File: src/rtl/core/stic_pkg.sv
// Shared types and constants for the cooler integral controller.
package stic_pkg;

    localparam int unsigned TEMP_W   = 16;
    localparam int unsigned TARGET_W = 11;
    localparam int unsigned CFG_IDX_W = 1;

    localparam logic [TEMP_W-1:0]   ZERO_DEG_TENTHS = 16'd1280;
    localparam logic [TARGET_W-1:0] TARGET_RESET    = 11'd1730;
    localparam logic [TEMP_W-1:0]   TEMP_ALL_ONES   = 16'hFFFF;

    typedef enum logic [CFG_IDX_W-1:0] {
        CFG_COOLER_ENABLE = 1'b0,
        CFG_TARGET_TEMP   = 1'b1
    } t_cfg_index;

    typedef struct packed {
        logic [TEMP_W-1:0] temp;
        logic              usable;
    } t_conv;

    // floor(sum of 62.5/125/250/500 weights / 100) for one fraction nibble
    function automatic logic [3:0] frac_tenths(input logic [3:0] nib);
        logic [3:0] res;
        case (nib)
            4'd0:    res = 4'd0;
            4'd1:    res = 4'd0;
            4'd2:    res = 4'd1;
            4'd3:    res = 4'd1;
            4'd4:    res = 4'd2;
            4'd5:    res = 4'd3;
            4'd6:    res = 4'd3;
            4'd7:    res = 4'd4;
            4'd8:    res = 4'd5;
            4'd9:    res = 4'd5;
            4'd10:   res = 4'd6;
            4'd11:   res = 4'd6;
            4'd12:   res = 4'd7;
            4'd13:   res = 4'd8;
            4'd14:   res = 4'd8;
            4'd15:   res = 4'd9;
            default: res = 4'd0;
        endcase
        return res;
    endfunction

endpackage

File: src/rtl/core/stic_convert.sv
// Thermometer word to tenths of a degree plus offset, with usability check.
module stic_convert
    import stic_pkg::*;
(
    input  logic [TEMP_W-1:0] i_raw,
    input  logic              i_discarded,
    output t_conv             o_conv
);

    logic              neg;
    logic [TEMP_W-1:0] mag;
    logic [TEMP_W-1:0] tenths;
    logic [TEMP_W-1:0] temp;

    always_comb begin
        neg    = i_raw[TEMP_W-1];
        mag    = neg ? (~i_raw + 16'd1) : i_raw;
        tenths = TEMP_W'(mag[TEMP_W-1:4] * 16'd10) + TEMP_W'(frac_tenths(mag[3:0]));
        temp   = neg ? (ZERO_DEG_TENTHS - tenths) : (tenths + ZERO_DEG_TENTHS);
        o_conv.temp   = temp;
        o_conv.usable = !i_discarded && (temp != '0) && (temp != TEMP_ALL_ONES);
    end

endmodule

File: src/rtl/core/sensor_temp_integral_cooler_control.sv
// Cooler control top level: reading conversion, integral term and on-time output.
// Takes one beat per cycle while the output is not stalled: the reading is registered,
// then conversion, the integral add and clamp and the divide by 25 (a constant
// multiply) run combinationally into the result register. The integral and kept
// temperature update with the result register, so consecutive beats follow back to back.
module sensor_temp_integral_cooler_control
    import stic_pkg::*;
#(
    parameter int unsigned CYCLE_MS = 1020
) (
    input  logic                 i_clk,
    input  logic                 i_rst_n,
    input  logic                 i_cfg_we,
    input  logic [CFG_IDX_W-1:0] i_cfg_index,
    input  logic [TARGET_W-1:0]  i_cfg_data,
    input  logic                 i_s_tvalid,
    output logic                 o_s_tready,
    input  logic [15:0]          i_s_tdata,  // raw_reading[15:0]
    input  logic                 i_s_tuser,  // reading_discarded
    output logic                 o_m_tvalid,
    input  logic                 i_m_tready,
    output logic [39:0]          o_m_tdata   // sensor_temp[15:0], on_time_ms[25:16],
                                             // cooler_power[33:26], zero[39:34]
);

    localparam int unsigned LIMIT_VAL = 25 * CYCLE_MS;
    localparam int unsigned IW        = $clog2(LIMIT_VAL + 1);
    localparam int unsigned SW        = ((IW > TEMP_W) ? IW : TEMP_W) + 2;
    localparam int unsigned DIV_SHIFT = 22;
    localparam int unsigned DIV_MUL   = ((2 ** DIV_SHIFT) + 24) / 25;
    localparam int unsigned PW        = IW + 18;
    localparam logic [IW-1:0] LIMIT   = IW'(LIMIT_VAL);

    logic                r_enable;
    logic [TARGET_W-1:0] r_target;
    logic                r_in_valid;
    logic [15:0]         r_raw;
    logic                r_disc;
    logic [IW-1:0]       r_integral;
    logic [TEMP_W-1:0]   r_kept;
    logic                r_out_valid;
    logic [TEMP_W-1:0]   r_out_temp;
    logic [9:0]          r_on_time;
    logic [7:0]          r_power;

    logic                advance;
    logic                process;
    t_conv               conv;
    logic [TEMP_W-1:0]   n_kept;
    logic signed [SW-1:0] sum;
    logic [IW-1:0]       n_integral;
    logic [PW-1:0]       prod;
    logic [PW-1:0]       quot;

    stic_convert u_convert (
        .i_raw       (r_raw),
        .i_discarded (r_disc),
        .o_conv      (conv)
    );

    assign advance    = !r_out_valid || i_m_tready;
    assign process    = r_in_valid && advance;
    assign o_s_tready = !r_in_valid || advance;

    always_comb begin
        n_kept = conv.usable ? conv.temp : r_kept;
        sum    = $signed(SW'(r_integral)) + $signed(SW'(n_kept)) - $signed(SW'(r_target));
        if (!r_enable) begin
            n_integral = '0;
        end else if (sum > $signed(SW'(LIMIT))) begin
            n_integral = LIMIT;
        end else if (sum < 0) begin
            n_integral = '0;
        end else begin
            n_integral = IW'(sum);
        end
        prod = PW'(n_integral) * PW'(DIV_MUL);
        quot = prod >> DIV_SHIFT;
    end

    always_ff @(posedge i_clk) begin
        if (!i_rst_n) begin
            r_enable <= 1'b0;
            r_target <= TARGET_RESET;
        end else if (i_cfg_we) begin
            case (t_cfg_index'(i_cfg_index))
                CFG_COOLER_ENABLE: r_enable <= i_cfg_data[0];
                CFG_TARGET_TEMP:   r_target <= i_cfg_data;
                default:           r_enable <= r_enable;
            endcase
        end
    end

    always_ff @(posedge i_clk) begin
        if (!i_rst_n) begin
            r_in_valid  <= 1'b0;
            r_out_valid <= 1'b0;
            r_integral  <= '0;
            r_kept      <= ZERO_DEG_TENTHS;
        end else begin
            if (o_s_tready) begin
                r_in_valid <= i_s_tvalid;
            end
            if (process) begin
                r_integral <= n_integral;
                r_kept     <= n_kept;
            end
            if (advance) begin
                r_out_valid <= r_in_valid;
            end
        end
    end

    always_ff @(posedge i_clk) begin
        if (o_s_tready && i_s_tvalid) begin
            r_raw  <= i_s_tdata;
            r_disc <= i_s_tuser;
        end
        if (process) begin
            r_out_temp <= n_kept;
            r_on_time  <= quot[9:0];
            r_power    <= quot[9:2];
        end
    end

    assign o_m_tvalid = r_out_valid;
    assign o_m_tdata  = {6'd0, r_power, r_on_time, r_out_temp};

    a_integral_bound: assert property (@(posedge i_clk) disable iff (!i_rst_n)
        r_integral <= LIMIT)
        else $error("integral above limit");

    a_disabled_clears: assert property (@(posedge i_clk) disable iff (!i_rst_n)
        (process && !r_enable) |=> (r_integral == '0))
        else $error("integral not cleared while disabled");

    a_result_follows: assert property (@(posedge i_clk) disable iff (!i_rst_n)
        process |=> r_out_valid)
        else $error("processed beat lost");

    a_power_matches: assert property (@(posedge i_clk) disable iff (!i_rst_n)
        r_out_valid |-> (r_power == r_on_time[9:2]))
        else $error("power does not match on-time");

    a_hold_when_stalled: assert property (@(posedge i_clk) disable iff (!i_rst_n)
        (r_in_valid && !advance) |=> (r_in_valid && $stable(r_raw)))
        else $error("input beat dropped under stall");

endmodule
File: config.mk
export PLATFORM = sky130hd
export DESIGN_NAME = sensor_temp_integral_cooler_control
export DESIGN_NICKNAME = d
export VERILOG_FILES = /design/src/rtl/core/stic_pkg.sv /design/src/rtl/core/stic_convert.sv /design/src/rtl/core/sensor_temp_integral_cooler_control.sv
export SDC_FILE = /design/constraint.sdc
export NUM_CORES = 1
export LEC_CHECK = 0
export ABC_AREA = 1
export ABC_CLOCK_PERIOD_IN_PS = 12600
export BUFFER_PORTS_ARGS = -buffer_cell sky130_fd_sc_hd__clkbuf_2
export CAP_MARGIN = 0
export CORE_UTILIZATION = 40
export DETAILED_ROUTE_END_ITERATION = 8
export SYNTH_ARGS = -nofsm -noshare
export SYNTH_HDL_FRONTEND = slang
export SYNTH_SLANG_ARGS = --single-unit
File: constraint.sdc
create_clock -name i_clk -period 12.6 [get_ports i_clk]
set_input_delay 0 -clock i_clk [delete_from_list [all_inputs] [get_ports i_clk]]
set_output_delay 0 -clock i_clk [all_outputs]
set_load 0.1 [all_outputs]
==> flow_summary.yaml <==
synth:
  synth_seq_area_share: 0.187
  ys.warnings.count: 0
  synthCells: 1475
  async_flop_share: 0
  synth_cell_type_count: 46
  synth_ff_type: "dfxtp_1"
  synth-edff-count: 43
  netlist_area_sq_mm: 0.0117
  synth_area_per_cell_sq_um: 7.96
  ys_ff_latch: 88
global_routing:
  grt_pass1_wl_um: 48100
  grt_max_degree: 76
  grt_pass1_vias: 10021
  antenna_found_initial: 0
  grt_remaining_overflow: 0
  grt_usage: 0.197
clock_network:
  clock_path_buffers: 2
  root_buffer: "clkbuf_16"
  clock-sinks: 88
  clkLatencyLatePin_ns: 0.36
  cts_buffers: 9
  cts_tree: "built"
  clkTransAtPathRegs_ns: 0.08
  cts_max_level: 3
worst_setup_path:
  worst-endpoint-required_ns: 12.70
  r2r-start: "r_raw[0]"
  arrival_ns: 12.56
  r2r_slack_ns: 0.14
  crit_path_end_kind: "flop"
  cp_slowest_stage_delay_ns: 0.57
  cpMostUsedCell: "nand2_1"
  reg2reg_depth: 80
  cp_max_fo: 5
  slowest_stage: "fa_1"
  timing.rr.end: "r_on_time[5]"
  cp-start-kind: "flop"
  critical_path_class: "flop to flop"
finish:
  layout.cells.non_filler: 2145
  nets: 2069
  finalCoreUtilization: 0.537
  design_area_sq_mm: 0.0155
  area_growth_syn_to_layout_pct: 31.7
  drive_gt1_frac: 0.306
  diodes: 0
floorplan:
  dieHeight_um: 173
  coreArea_sq_mm: 0.0288
  die_w_um: 173
  start_util: 0.408
  io_pins: 76
  rows: 62
  dieArea_sq_mm: 0.0300
run_status:
  status: "finished clean"
place:
  numPortBuffers: 69
  dp_hpwl_um: 23600
  placed_cells: 2049
  dpl-instance-area_sq_mm: 0.0135
  place_congestion: 0.883
timing:
  rsz0062_at_grt: "yes"
  slew_viol_final: 0
  clock_skew_ns: 0.0121
  period_share: 0.989
  slew_headroom: 0.383
  min_period_ns: 12.46
  setup_viol: 0
  clock.fmax_ghz: 0.0803
  tightest_slew_ns: 0.925
  hold_viol: 0
worst_hold_path:
  hp-start: "i_cfg_index"
  min_path_cells: 4
  hold_class: "input port to flop"
  holdPathEnd: "r_target[10]"
job:
  cap_violations: 0
detailed_routing:
  totalWireLength_um: 29900
  vias: 10211
  viasPerCell: 4.76
  ant_nets: 0
  drc: 0
  drt_first_pass_iters: 5
  routedWlPerCell_um: 13.9
  drt_iter0_markers: 415
power_and_ir_drop:
  p_per_area_mw_per_mm2: 145
  leakagePower_nw: 8.43
  ir_worst_vdd_v: 0.0000869
## routing by layer
| layer | vias up | GRT usage | share of wire |
|---|---|---|---|
| met4 | 0 | 0.0538 | 0.020 |
| met1 | 4795 | 0.265 | 0.46 |
| met2 | 154 | 0.338 | 0.50 |
| li1 | 5223 | - | - |
| met5 | - | 0 | 0 |
| met3 | 39 | 0.0173 | 0.022 |
## state kept, by name, indices dropped and copies added (netlist names)
register / count
r_in_valid: 1
r_integral: 15
r_out_temp: 16
r_disc: 1
o_m_tvalid: 1
r_enable: 1
r_raw: 16
r_kept: 16
r_target: 11
r_on_time: 10
## layout by cell type (no fill, tap or decap), drive strengths merged, types with 2 or more instances in the layout
master / count
xnor2: 10
clkinv: 2
nor3: 10
edfxtp: 43
nand2: 266
clkbuf: 78
nor4: 3
ha: 174
clkinvlp: 2
nor2: 83
nand4: 22
or2: 11
xor2: 31
a21oi: 76
conb: 6
dfxtp: 45
fa: 105
o211ai: 13
dlygate4sd3: 33
o21ai: 65
inv: 352
o21a: 7
o21bai: 6
nand3: 109
nand3b: 2
a31oi: 4
o221ai: 2
buf: 198
## Yosys cell counts (all sizes together), types with 31 or more instances
master  count  area share
inv       349        0.11
nand2     266       0.090
ha        174        0.19
nand3     109       0.053
fa        105        0.18
nor2       83       0.030
a21oi      76       0.034
o21ai      65       0.030
dfxtp      45       0.077
edfxtp     43        0.11
xor2       31       0.023
## worst max-delay path: cells and delay by family, from the launching register on
kind / cells / cell delay, ns
compound gates: 11 / 1.67
xor+xnor: 2 / 0.35
fa+ha+maj: 14 / 5.35
buf+inv: 18 / 1.24
flops: 1 / 0.41
simple gates: 35 / 3.12
## power by group
part	internal, mW	switching [mW]
logic	0.690	0.937
registers	0.329	0.0129
clock network	0.140	0.137
## cells by family after synthesis
kind of cell	share of synthesized area
AOI/OAI and AO/OA	0.0853
xor gates and xnor gates	0.0306
adders and majority gates	0.365
buffers and inverters	0.131
DFF	0.187
other	0.000320
and+or+nand+nor	0.202
## metrics by stage
stage | setup slack, ns | total power [mW] | setup TNS (ns) | hold WS (ns)
2_1_floorplan | 0.183 | 1.25 | 0 | 0.0989
3_5_place_dp | -0.312 | 1.68 | -2.14 | 0.179
3_3_place_gp | -0.287 | 1.67 | -1.61 | 0.179
4_1_cts | 0.0120 | 2.01 | 0 | 0.243
6_report | 0.143 | 2.25 | 0 | 0.235
5_1_grt | -0.626 | 2.45 | -5.11 | 0.304
## worst max-delay path by stage
| stage | from | endpoint | depth (start not counted) |
|---|---|---|---|
| CTS | r_raw[0] | r_on_time[5] | 85 |
| global placement | r_raw[1] | r_on_time[9] | 81 |
| detailed placement | r_raw[0] | r_on_time[9] | 81 |
| floorplan | r_raw[0] | r_on_time[5] | 87 |
| finish | r_raw[0] | r_on_time[5] | 80 |
| global route | r_raw[0] | r_on_time[5] | 82 |
## what timing repair did
| item | in CTS | in global routing |
|---|---|---|
| resized for setup | 26 | 218 |
| endpoints found under the hold margin | 31 | 0 |
| gates cloned | 0 | 0 |
| endpoints found under the setup margin | 10 | 10 |
| buffers inserted | 4 | 43 |
| hold buffers | 33 | 0 |
| pin swaps | 11 | 134 |
## final cells by class
class                      count  area, sq um
clock buffer                   9          225
inverter                     349         1330
sequential                    88         2190
fill                        2682        13300
clock inverter                 7         70.1
multi-input combinational   1008         8930
timing repair buffer         300         2230
tap                          384          480
Power figures use the tool's default switching activity.
